File: config.mk
export PLATFORM = sky130hd
export DESIGN_NAME = three_wire_serial_master
export DESIGN_NICKNAME = d
export VERILOG_FILES = /design/src/design/tws_pkg.sv /design/src/design/tws_in_stage.sv /design/src/design/tws_core.sv /design/src/design/tws_out_stage.sv /design/src/design/three_wire_serial_master.sv
export SDC_FILE = /design/constraint.sdc
export NUM_CORES = 1
export LEC_CHECK = 0
export BUFFER_PORTS_ARGS = -buffer_cell sky130_fd_sc_hd__buf_4
export CAP_MARGIN = 15
export CORE_UTILIZATION = 40
export DETAILED_ROUTE_END_ITERATION = 16
export PLACE_DENSITY = 0.59
export SYNTH_ARGS = -nofsm -noshare
export SYNTH_HDL_FRONTEND = slang
export SYNTH_HIERARCHICAL = 1
export SYNTH_SLANG_ARGS = --single-unit
File: constraint.sdc
create_clock -name i_clk -period 8.57 [get_ports i_clk]
set_input_delay 1.714 -clock i_clk [delete_from_list [all_inputs] [get_ports i_clk]]
set_output_delay 1.714 -clock i_clk [all_outputs]
set_load 0.05 [all_outputs]
File: src/design/tws_pkg.sv
// Shared types and constants for the three-wire serial master.
// Used by every module of the block but the checker; depends on nothing.
package tws_pkg;

    localparam int ADDR_W  = 7;
    localparam int DATA_W  = 8;
    localparam int CMD_W   = 2;
    localparam int PHASE_W = 6;
    localparam int SHIFT_W = 16;
    localparam int BIT_W   = 4;

    // Command codes; the unused code behaves as a plain tick.
    localparam logic [CMD_W-1:0] CMD_TICK  = 2'd0;
    localparam logic [CMD_W-1:0] CMD_WRITE = 2'd1;
    localparam logic [CMD_W-1:0] CMD_READ  = 2'd2;

    // Phase landmarks within a transaction.
    localparam logic [PHASE_W-1:0] PH_SETUP        = 6'd0;
    localparam logic [PHASE_W-1:0] PH_FIRST_BIT    = 6'd1;
    localparam logic [PHASE_W-1:0] PH_LAST_BIT     = 6'd32;
    localparam logic [PHASE_W-1:0] PH_READ_DATA    = 6'd17;
    localparam logic [PHASE_W-1:0] PH_SAMPLE_FIRST = 6'd18;
    localparam logic [PHASE_W-1:0] PH_LAST         = 6'd34;

    localparam logic [DATA_W-1:0] READ_FLAG = 8'h80;

    typedef struct packed {
        logic [CMD_W-1:0]  cmd;
        logic [ADDR_W-1:0] address;
        logic [DATA_W-1:0] wdata;
        logic              sda_in;
    } t_item;

    typedef struct packed {
        logic              csel_n;
        logic              sck;
        logic              sda_out;
        logic              sda_drive;
        logic              busy_res;
        logic              done_res;
        logic [DATA_W-1:0] rdata;
    } t_result;

endpackage

File: src/design/tws_in_stage.sv
// Input register of the three-wire serial master: holds one tick transfer.
// Depends on tws_pkg.
module tws_in_stage (
    input  logic           i_clk,
    input  logic           i_rst_n,
    input  logic           i_valid,
    output logic           o_ready,
    input  tws_pkg::t_item i_item,
    input  logic           i_advance,
    output logic           o_valid,
    output tws_pkg::t_item o_item
);
    import tws_pkg::*;

    logic  r_valid;
    t_item r_item;

    // Take a new tick when empty or when the held one moves on.
    assign o_ready = !r_valid || i_advance;

    always_ff @(posedge i_clk) begin
        if (!i_rst_n) begin
            r_valid <= 1'b0;
        end else if (o_ready) begin
            r_valid <= i_valid;
        end
    end

    always_ff @(posedge i_clk) begin
        if (o_ready && i_valid) begin
            r_item <= i_item;
        end
    end

    assign o_valid = r_valid;
    assign o_item  = r_item;

endmodule

File: src/design/tws_core.sv
// Transaction state and pin-level logic of the three-wire serial master.
// Depends on tws_pkg.
module tws_core (
    input  logic             i_clk,
    input  logic             i_rst_n,
    input  logic             i_en,
    input  tws_pkg::t_item   i_item,
    output tws_pkg::t_result o_result
);
    import tws_pkg::*;

    logic [PHASE_W-1:0] r_phase,     n_phase;
    logic               r_active,    n_active;
    logic               r_is_read,   n_is_read;
    logic [SHIFT_W-1:0] r_out_shift, n_out_shift;
    logic [DATA_W-1:0]  r_in_shift,  n_in_shift;

    logic               start;
    logic               sample;
    logic [PHASE_W-1:0] phase_m1;
    logic [BIT_W-1:0]   bit_idx;
    logic               in_bits;

    assign start  = (i_item.cmd == CMD_WRITE) || (i_item.cmd == CMD_READ);
    // Sample on the tick that closes a high phase of a read data bit.
    assign sample = r_active && r_is_read && (r_phase >= PH_SAMPLE_FIRST)
                    && (r_phase <= PH_LAST_BIT) && !r_phase[0];

    always_comb begin
        n_phase     = r_phase;
        n_active    = r_active;
        n_is_read   = r_is_read;
        n_out_shift = r_out_shift;
        n_in_shift  = r_in_shift;
        if (!r_active) begin
            if (start) begin
                n_active  = 1'b1;
                n_phase   = PH_SETUP;
                n_is_read = (i_item.cmd == CMD_READ);
                if (i_item.cmd == CMD_READ) begin
                    n_out_shift = {READ_FLAG | {1'b0, i_item.address}, {DATA_W{1'b0}}};
                end else begin
                    n_out_shift = {1'b0, i_item.address, i_item.wdata};
                end
            end
        end else begin
            if (sample) begin
                n_in_shift = {r_in_shift[DATA_W-2:0], i_item.sda_in};
            end
            if (r_phase >= PH_LAST) begin
                n_active = 1'b0;
                n_phase  = PH_SETUP;
            end else begin
                n_phase = r_phase + 1'b1;
            end
        end
    end

    always_ff @(posedge i_clk) begin
        if (!i_rst_n) begin
            r_phase     <= PH_SETUP;
            r_active    <= 1'b0;
            r_is_read   <= 1'b0;
            r_out_shift <= '0;
            r_in_shift  <= '0;
        end else if (i_en) begin
            r_phase     <= n_phase;
            r_active    <= n_active;
            r_is_read   <= n_is_read;
            r_out_shift <= n_out_shift;
            r_in_shift  <= n_in_shift;
        end
    end

    // Bit b occupies phases 1+2b and 2+2b; MSB goes first.
    assign phase_m1 = n_phase - 1'b1;
    assign bit_idx  = ~phase_m1[BIT_W:1];
    assign in_bits  = (n_phase >= PH_FIRST_BIT) && (n_phase <= PH_LAST_BIT);

    always_comb begin
        o_result.csel_n    = 1'b1;
        o_result.sck       = 1'b0;
        o_result.sda_out   = 1'b0;
        o_result.sda_drive = 1'b1;
        o_result.busy_res  = 1'b0;
        o_result.done_res  = 1'b0;
        o_result.rdata     = n_in_shift;
        if (n_active) begin
            o_result.busy_res  = 1'b1;
            o_result.csel_n    = (n_phase == PH_LAST);
            o_result.done_res  = (n_phase == PH_LAST);
            o_result.sda_drive = !(n_is_read && (n_phase >= PH_READ_DATA));
            if (in_bits) begin
                o_result.sck = !n_phase[0];
                if (o_result.sda_drive) begin
                    o_result.sda_out = n_out_shift[bit_idx];
                end
            end
        end
    end

endmodule

File: src/design/tws_out_stage.sv
// Result register of the three-wire serial master with its valid flag.
// Depends on tws_pkg.
module tws_out_stage (
    input  logic             i_clk,
    input  logic             i_rst_n,
    input  logic             i_load,
    input  tws_pkg::t_result i_result,
    input  logic             i_ready,
    output logic             o_advance,
    output logic             o_valid,
    output tws_pkg::t_result o_result
);
    import tws_pkg::*;

    logic    r_valid;
    t_result r_result;

    // The register may refill when empty or when its transfer completes.
    assign o_advance = !r_valid || i_ready;

    always_ff @(posedge i_clk) begin
        if (!i_rst_n) begin
            r_valid <= 1'b0;
        end else if (o_advance) begin
            r_valid <= i_load;
        end
    end

    always_ff @(posedge i_clk) begin
        if (o_advance && i_load) begin
            r_result <= i_result;
        end
    end

    assign o_valid  = r_valid;
    assign o_result = r_result;

endmodule

File: src/design/three_wire_serial_master.sv
// Top level of the three-wire serial master: input register, transaction
// core and result register. Depends on tws_pkg, tws_in_stage, tws_core, tws_out_stage.
//
//  channel | direction | payload                                   | transfer
//  --------+-----------+-------------------------------------------+-------------------
//  s       | in        | tuser: cmd; tdata: address, wdata, sda_in | tvalid && tready
//  m       | out       | tdata: pin levels, busy, done, rdata      | tvalid && tready
//
// One tick per cycle is taken unless the output stalls; each tick yields exactly one
// result, registered first in the input register and then in the result register.
// A transaction spans 35 ticks: setup, 16 bits of two phases, clock low,
// chip select high with done. Synchronous active-low reset returns to idle
// with an empty pipeline and a cleared read byte. A stall on the output side
// holds the result register and, in the same cycle, the full input register;
// input tready follows output tready combinationally.
module three_wire_serial_master (
    input  logic        i_clk,
    input  logic        i_rst_n,
    input  logic        i_s_tvalid,
    output logic        o_s_tready,
    // [6:0] address, [14:7] wdata, [15] sda_in
    input  logic [15:0] i_s_tdata,
    // [1:0] cmd
    input  logic [1:0]  i_s_tuser,
    output logic        o_m_tvalid,
    input  logic        i_m_tready,
    // [0] csel_n, [1] sck, [2] sda_out, [3] sda_drive, [4] busy_res,
    // [5] done_res, [13:6] rdata, [15:14] zero
    output logic [15:0] o_m_tdata
);
    import tws_pkg::*;

    t_item   in_item;
    t_item   held_item;
    t_result core_result;
    t_result out_result;
    logic    held_valid;
    logic    advance;
    logic    core_en;

    // Unpack the incoming transfer.
    assign in_item.cmd     = i_s_tuser;
    assign in_item.address = i_s_tdata[6:0];
    assign in_item.wdata   = i_s_tdata[14:7];
    assign in_item.sda_in  = i_s_tdata[15];

    tws_in_stage u_in (
        .i_clk     (i_clk),
        .i_rst_n   (i_rst_n),
        .i_valid   (i_s_tvalid),
        .o_ready   (o_s_tready),
        .i_item    (in_item),
        .i_advance (advance),
        .o_valid   (held_valid),
        .o_item    (held_item)
    );

    // Advance the transaction only when the held tick moves into the result register.
    assign core_en = held_valid && advance;

    tws_core u_core (
        .i_clk    (i_clk),
        .i_rst_n  (i_rst_n),
        .i_en     (core_en),
        .i_item   (held_item),
        .o_result (core_result)
    );

    tws_out_stage u_out (
        .i_clk     (i_clk),
        .i_rst_n   (i_rst_n),
        .i_load    (held_valid),
        .i_result  (core_result),
        .i_ready   (i_m_tready),
        .o_advance (advance),
        .o_valid   (o_m_tvalid),
        .o_result  (out_result)
    );

    // Pack the result, lowest field first, zero padding on top.
    assign o_m_tdata = {2'b00, out_result.rdata, out_result.done_res,
                        out_result.busy_res, out_result.sda_drive,
                        out_result.sda_out, out_result.sck, out_result.csel_n};

endmodule

==> results.py, run 1 <==
metrics = {
    "synth": {
        "synth_edf_count": 32,
        "syn-instance-count": 309,
        "yosysWarningCount": 6,
        "synth.cells.most_frequent": "nand2_1, dfxtp_1, edfxtp_1",
        "synth_area_leader_cell": "edfxtp_1",
        "dominantRegCellSynth": "dfxtp_1",
        "syn_area_um2": 3407,
        "count_of_different_cell_masters_after_synthesis": 58,
        "synth-seq-cells": 66,
        "post_synth_main_area_contributors": "edfxtp_1, dfxtp_1, nand2_1",
        "asr_flop_ratio_synth": 0,
        "synth_largest_type_area_fraction": 0.2820,
        "seq_area_frac_synth": 0.4818,
        "avgSynthCellArea_um2": 11.03,
        "dominant_cell_by_count_in_the_synthesized_netlist": "nand2_1",
    },
    "worst_setup_path": {
        "cp-end-kind": "output pin",
        "path_class": "in2out",
        "slowest_cell_delay_on_critical_path_ns": 0.19,
        "ff2ff_path_depth": 8,
        "endpoint_of_the_lowest_slack_register_to_register_path": "u_out/o_result[11]$_DFFE_PP_",
        "timing.critical_path.slowest_stage_cell": "buf_4",
        "worst-endpoint-required_ns": 6.86,
        "critical_path.cell_chain": "buf_4, nand2b_4, nand2b_4, buf_4",
        "cp-start-kind": "input pin",
        "cp_max_fo": 4,
        "worstReg2RegStart": "u_core/r_phase[3]$_SDFFE_PN0P_",
        "rrSetupSlack_ns": 5.04,
        "cp.arrival_ns": 2.31,
    },
    "cts": {
        "clkTransAtPathRegs_ns": 0.07,
        "clkLatencyLatePin_ns": 0.33,
        "tritoncts_num_sinks": 66,
        "post-cts-setup-buffer-count": 0,
        "tritoncts_clock_tree": "yes",
        "cts_made_buffers": 9,
        "total_number_of_h_tree_levels": 3,
        "cts-resized-gates": 0,
        "cts_hold_bufs": 0,
        "cts-root-buf": "clkbuf_8",
        "clock_tree.buffer_depth": 2,
    },
    "route": {
        "drc": 0,
        "vias": 2306,
        "drt-initial-drc-count": 122,
        "route.detailed.vias_per_inst": 5.136,
        "wl_per_cell_um": 13.63,
        "detail-route-antenna-nets": 0,
        "totalWireLength_mm": 6.120,
        "first_pass_iters": 4,
    },
    "pwr": {
        "vdd_ir_drop_max_uv": 133.0,
        "power_leakage_nw": 1.535,
        "internal_power_uw": 555.8,
        "proportion_of_total_power_due_to_net_switching": 0.2543,
        "portion_of_total_power_attributed_to_sequential_cells": 0.478,
        "p_switching_uw": 189.5,
        "total_power_per_unit_cell_area_nw_per_um2": 189.5,
        "power.share.combinational": 0.153,
        "clock_power_share": 0.369,
    },
    "placed_design": {
        "placement.cell_area_um2": 3725,
        "numPortBuffers": 37,
        "globalplace.congestion": 0.7946,
        "detailedPlacementHpwl_mm": 4.205,
    },
    "worst_hold_path": {
        "timing.hold.worst.class": "reg2reg",
        "min_to": "u_core/r_out_shift[9]$_SDFFE_PN0P_",
        "worst_hold_path.num_cells": 2,
        "min_from": "u_core/r_out_shift[9]$_SDFFE_PN0P_",
    },
    "global_routing": {
        "largest_net_degree_at_the_start_of_global_routing": 35,
        "top_usage_layer_grt": "met2",
        "initial_antenna_violation_count": 0,
        "grt_util_all_layers": 0.1481,
        "global_route.usage.met1": 0.1867,
        "groute.layer.met3.usage": 0.03641,
        "grt_use_met2": 0.2476,
        "global_route_wire_length_before_repair_mm": 10.08,
        "globalRouteOverflowTotal": 0,
        "grt_pass1_vias": 2133,
    },
    "die": {
        "initial_core_util": 0.4146,
        "coreArea_um2": 8217,
        "die_w_um": 94.29,
        "ioPinCount": 40,
        "row_count": 33,
        "floorplan.die.height_um": 94.29,
        "die_area_um2": 8891,
    },
    "sta": {
        "finalClockSkew_ns": 0.009042,
        "grt_setup_unrepaired": "false",
        "drv_slew": 0,
        "final_period_util": 0.4691,
        "setup_viol": 0,
        "hold_viol": 0,
        "max_slew_margin": 0.4463,
        "totalNegativeSetupSlack_ns": 0,
        "finalHoldWorstSlack_ns": 0.4657,
        "layout_min_cycle_time_ns": 4.020,
        "worst_slew_pin_slew_ns": 0.8275,
        "clock.fmax_mhz": 248.7,
    },
    "cells_and_area": {
        "design.final.nets": 368,
        "final_layout_size_suffix_gt1_frac": 0.2267,
        "diodes": 0,
        "area_growth_syn_to_layout_pct": 15.46,
        "final.fill_count": 752,
        "finish.instance_area_um2": 3934,
    },
    "flow_run": {
        "drv_cap": 0,
    },
    "status": {
        "result_of_the_run": "complete, no violations",
    },
}
worst max-delay path: cells and delay by family:
kind                   cells  cell delay (ns)
buffers and inverters      2             0.30
and+or+nand+nor            2             0.30
metrics by stage:
step / utilization / setup WS, ns / instances / power [mW]
floorplan: - / 4.771 / 310 / 0.4487
global placement: 0.4533 / 4.560 / 433 / 0.4758
detailed placement: 0.4533 / 4.549 / 433 / 0.4776
CTS: 0.4788 / 4.547 / 449 / 0.7542
global route: 0.4788 / 4.533 / 449 / 0.7801
finish: 0.4788 / 4.550 / 449 / 0.7453
cell usage in the layout, fill, tap and decap left out, types with 2 or more instances in the layout:
cell type and instances:
and2_4 2, a221oi_2 2, buf_4 38, edfxtp_1 32, nand2b_1 6, and3_1 3, o211a_1 8, nand2_1 49
nor3b_1 7, inv_1 10, mux4_1 2, conb_1 2, a311o_1 2, a21oi_1 12, nor2_1 8, nand3_1 3
dfxtp_1 34, o21ai_0 9, nand3b_1 5, ha_1 7, nand4_1 2, and2_1 8, nand2b_4 2, bufinv_16 2
clkinv_1 2, mux2_4 8, clkbuf_8 9, nor2b_1 13, mux2i_1 11, mux4_2 4, a21boi_2 2, a21boi_0 12
power by group through the flow:
stage / Clock, mW / Combinational, mW / Sequential, mW
after floorplan: 0 / 0.0777 / 0.371
after global placement: 0 / 0.113 / 0.363
after detailed placement: 0 / 0.115 / 0.363
after CTS: 0.283 / 0.115 / 0.356
after global routing: 0.297 / 0.126 / 0.358
final: 0.275 / 0.114 / 0.356
how the worst max path moves through the flow:
stage / from / to / cells after the start
after floorplan: i_m_tready / o_s_tready / 2
after global placement: i_m_tready / o_s_tready / 4
after detailed placement: i_m_tready / o_s_tready / 4
after CTS: i_m_tready / o_s_tready / 4
after global routing: i_m_tready / o_s_tready / 4
final: i_m_tready / o_s_tready / 4
routing by layer:
metal  vias to the layer above  share of wire
met5                         -              0
met4                         0         0.0056
met3                         4          0.028
met2                        48           0.48
met1                      1081           0.48
li1                       1173              -
final cells by class:
cell class	count	area, um^2	area share
inverters	10	37.54	0.009542
clock inverters	6	81.33	0.02067
repair buffers	38	285.3	0.07252
multi-input cells	214	1629	0.4141
flip-flops and latches	66	1642	0.4173
clock buffers	10	127.6	0.03244
well taps	105	131.4	0.03340
registers in the layout (all words and copies together), names as in the netlist, 6 cells and up:
register,cells
u_core/r_in_shift,8
u_out/o_result,14
u_core/r_out_shift,16
u_core/r_phase,6
u_in/o_item,18
kinds of logic (layout without fill, tap and decap cells):
| family | after synthesis | after routing | synth area share |
|---|---|---|---|
| AND/OR/NAND/NOR | 116 | 116 | 0.1862 |
| flip-flops | 66 | 66 | 0.4818 |
| AO/OA/AOI/OAI | 62 | 62 | 0.1487 |
| buffers and inverters | 30 | 64 | 0.04113 |
| multiplexers | 26 | 26 | 0.1127 |
| adder cells (fa/ha/maj) | 7 | 7 | 0.02571 |
| other | 1 | 2 | 0.001101 |
| XOR/XNOR | 1 | 1 | 0.002571 |
(Power assumes the default switching activity.)
==> run 2, diff against run 1 <==
==> constraint.sdc (replaced) <==
create_clock -name i_clk -period 4.1 [get_ports i_clk]
set_input_delay 0.82 -clock i_clk [delete_from_list [all_inputs] [get_ports i_clk]]
set_output_delay 0.82 -clock i_clk [all_outputs]
set_load 0.05 [all_outputs]
==> results.py, run 2 (synthesis gave the netlist of run 1 again) <==
metrics = {
    "cells_and_area": {
        "final_layout_size_suffix_gt1_frac": 0.2377,
        "register_area_um2": 1642,
        "multiInputGateArea_um2": 1629,
        "commonest_non_fill_non_tap_cell_in_the_layout": "nand2_1",
        "diodes": 0,
        "final.fill_count": 794,
        "area_growth_syn_to_layout_pct": 15.46,
        "finish.instance_area_um2": 3934,
        "largest_reg_flops": 18,
        "leading_cell_types_in_the_layout_fill_and_taps_excluded": "nand2_1, buf_4, dfxtp_1",
        "design.final.nets": 369,
    },
    "route": {
        "drt-initial-drc-count": 156,
        "routed.top_layer": "met4",
        "first_pass_iters": 4,
        "drc": 0,
        "wl_per_cell_um": 14.23,
        "route.detailed.vias_per_inst": 5.122,
        "met1_length_mm": 3.092,
        "met2WireLength_mm": 2.974,
        "routed_length_on_met3_um": 230,
        "vias": 2305,
        "detail-route-antenna-nets": 0,
        "totalWireLength_mm": 6.405,
    },
    "placed_design": {
        "placement.cell_area_um2": 3732,
        "detailedPlacementHpwl_mm": 4.466,
        "numPortBuffers": 37,
        "globalplace.congestion": 0.8698,
        "dp_slack_ns": 0.7952,
    },
    "global_routing": {
        "global_route_wire_length_before_repair_mm": 10.83,
        "initial_antenna_violation_count": 0,
        "grt_pass1_vias": 2194,
        "grt_util_all_layers": 0.1607,
        "largest_net_degree_at_the_start_of_global_routing": 35,
        "globalRouteOverflowTotal": 0,
    },
    "pwr": {
        "vdd_ir_drop_max_uv": 215.2,
        "power_leakage_nw": 1.528,
        "total_power_per_unit_cell_area_nw_per_um2": 393.2,
    },
    "cts": {
        "tritoncts_clock_tree": "yes",
        "cts_hold_bufs": 0,
        "total_number_of_h_tree_levels": 3,
        "clock_tree.buffer_depth": 2,
        "cts_made_buffers": 9,
        "cts-root-buf": "clkbuf_8",
        "cts-resized-gates": 0,
        "tritoncts_num_sinks": 66,
        "post-cts-setup-buffer-count": 0,
        "clkTransAtPathRegs_ns": 0.08,
        "clkLatencyLatePin_ns": 0.35,
    },
    "sta": {
        "final_critical_path_setup_slack_ns": 0.7809,
        "drv_slew": 0,
        "max_slew_margin": 0.5745,
        "grt_setup_unrepaired": "false",
        "worst_slew_pin_slew_ns": 0.6363,
        "final_period_util": 0.8095,
        "setup_viol": 0,
        "finalClockSkew_ns": 0.01139,
        "hold_viol": 0,
        "clock.fmax_mhz": 301.3,
        "totalNegativeSetupSlack_ns": 0,
        "layout_min_cycle_time_ns": 3.319,
    },
    "worst_setup_path": {
        "ff2ff_path_depth": 8,
        "path_class": "reg2reg",
        "cp_max_fo": 13,
        "endpoint_of_the_lowest_slack_register_to_register_path": "u_out/o_result[11]$_DFFE_PP_",
        "worst-endpoint-required_ns": 4.29,
        "rrSetupSlack_ns": 0.78,
        "cp-end-kind": "flip-flop",
        "cp.arrival_ns": 3.51,
        "cp-start-kind": "flip-flop",
        "worstReg2RegStart": "u_core/r_phase[2]$_SDFFE_PN0P_",
    },
    "die": {
        "coreArea_um2": 8217,
        "die_area_um2": 8891,
        "row_count": 33,
        "die_w_um": 94.29,
        "floorplan.die.height_um": 94.29,
        "ioPinCount": 40,
        "initial_core_util": 0.4146,
    },
    "worst_hold_path": {
        "min_from": "u_core/r_out_shift[9]$_SDFFE_PN0P_",
        "worst_hold_path.num_cells": 2,
        "timing.hold.worst.class": "reg2reg",
        "min_to": "u_core/r_out_shift[9]$_SDFFE_PN0P_",
    },
    "flow_run": {
        "drv_cap": 0,
    },
    "status": {
        "result_of_the_run": "complete, no violations",
    },
}
run 2: where the power goes:
part	leakage (nW)	switching, mW	total (mW)	internal [mW]
Combinational	0.855	0.137	0.239	0.102
Sequential	0.580	0.0213	0.744	0.722
Clock	0.0938	0.278	0.564	0.286
Total	1.53	0.437	1.55	1.11
run 2: worst max-delay path, cell delays in order, from the launching register on:
cell and delay, ns:
dfxtp_1 0.62, o41ai_4 0.17, and2_2 0.26, a21oi_1 0.37, ha_1 0.30, and3b_1 0.20, a221oi_2 0.44, mux4_1 0.63
a211oi_2 0.18
run 2: how the worst max path moves through the flow:
stage	end	startpoint	slack [ns]
5_1_grt	u_out/o_result[11]$_DFFE_PP_	u_core/r_phase[2]$_SDFFE_PN0P_	0.60
3_3_place_gp	u_out/o_result[11]$_DFFE_PP_	u_core/r_phase[2]$_SDFFE_PN0P_	0.88
6_report	u_out/o_result[11]$_DFFE_PP_	u_core/r_phase[2]$_SDFFE_PN0P_	0.78
2_1_floorplan	u_out/o_result[11]$_DFFE_PP_	u_core/r_phase[1]$_SDFFE_PN0P_	1.02
3_5_place_dp	u_out/o_result[11]$_DFFE_PP_	u_core/r_phase[2]$_SDFFE_PN0P_	0.80
4_1_cts	u_out/o_result[11]$_DFFE_PP_	u_core/r_phase[2]$_SDFFE_PN0P_	0.78
run 2: routing by layer:
layer,vias to the layer above,track usage
met5,-,0
met1,1069,0.2202
li1,1172,-
met3,10,0.04045
met4,0,0.06282
met2,54,0.2415
run 2: stage by stage:
step           hold slack (ns)  power [mW]  instances  utilization
2_1_floorplan           0.4402      0.9379        310            -
3_3_place_gp            0.4500      0.9971        434       0.4542
3_5_place_dp            0.4596      0.9991        434       0.4542
4_1_cts                 0.4699       1.567        450       0.4788
5_1_grt                 0.4955       1.620        450       0.4788
6_report                0.4697       1.547        450       0.4788
run 2: cell type report:
cell class / count / area share
inverter: 10 / 0.009542
sequential: 66 / 0.4173
clock inverter: 7 / 0.01972
tap: 105 / 0.03340
multi-input combinational: 214 / 0.4141
clock buffer: 9 / 0.03149
timing repair buffer: 39 / 0.07443
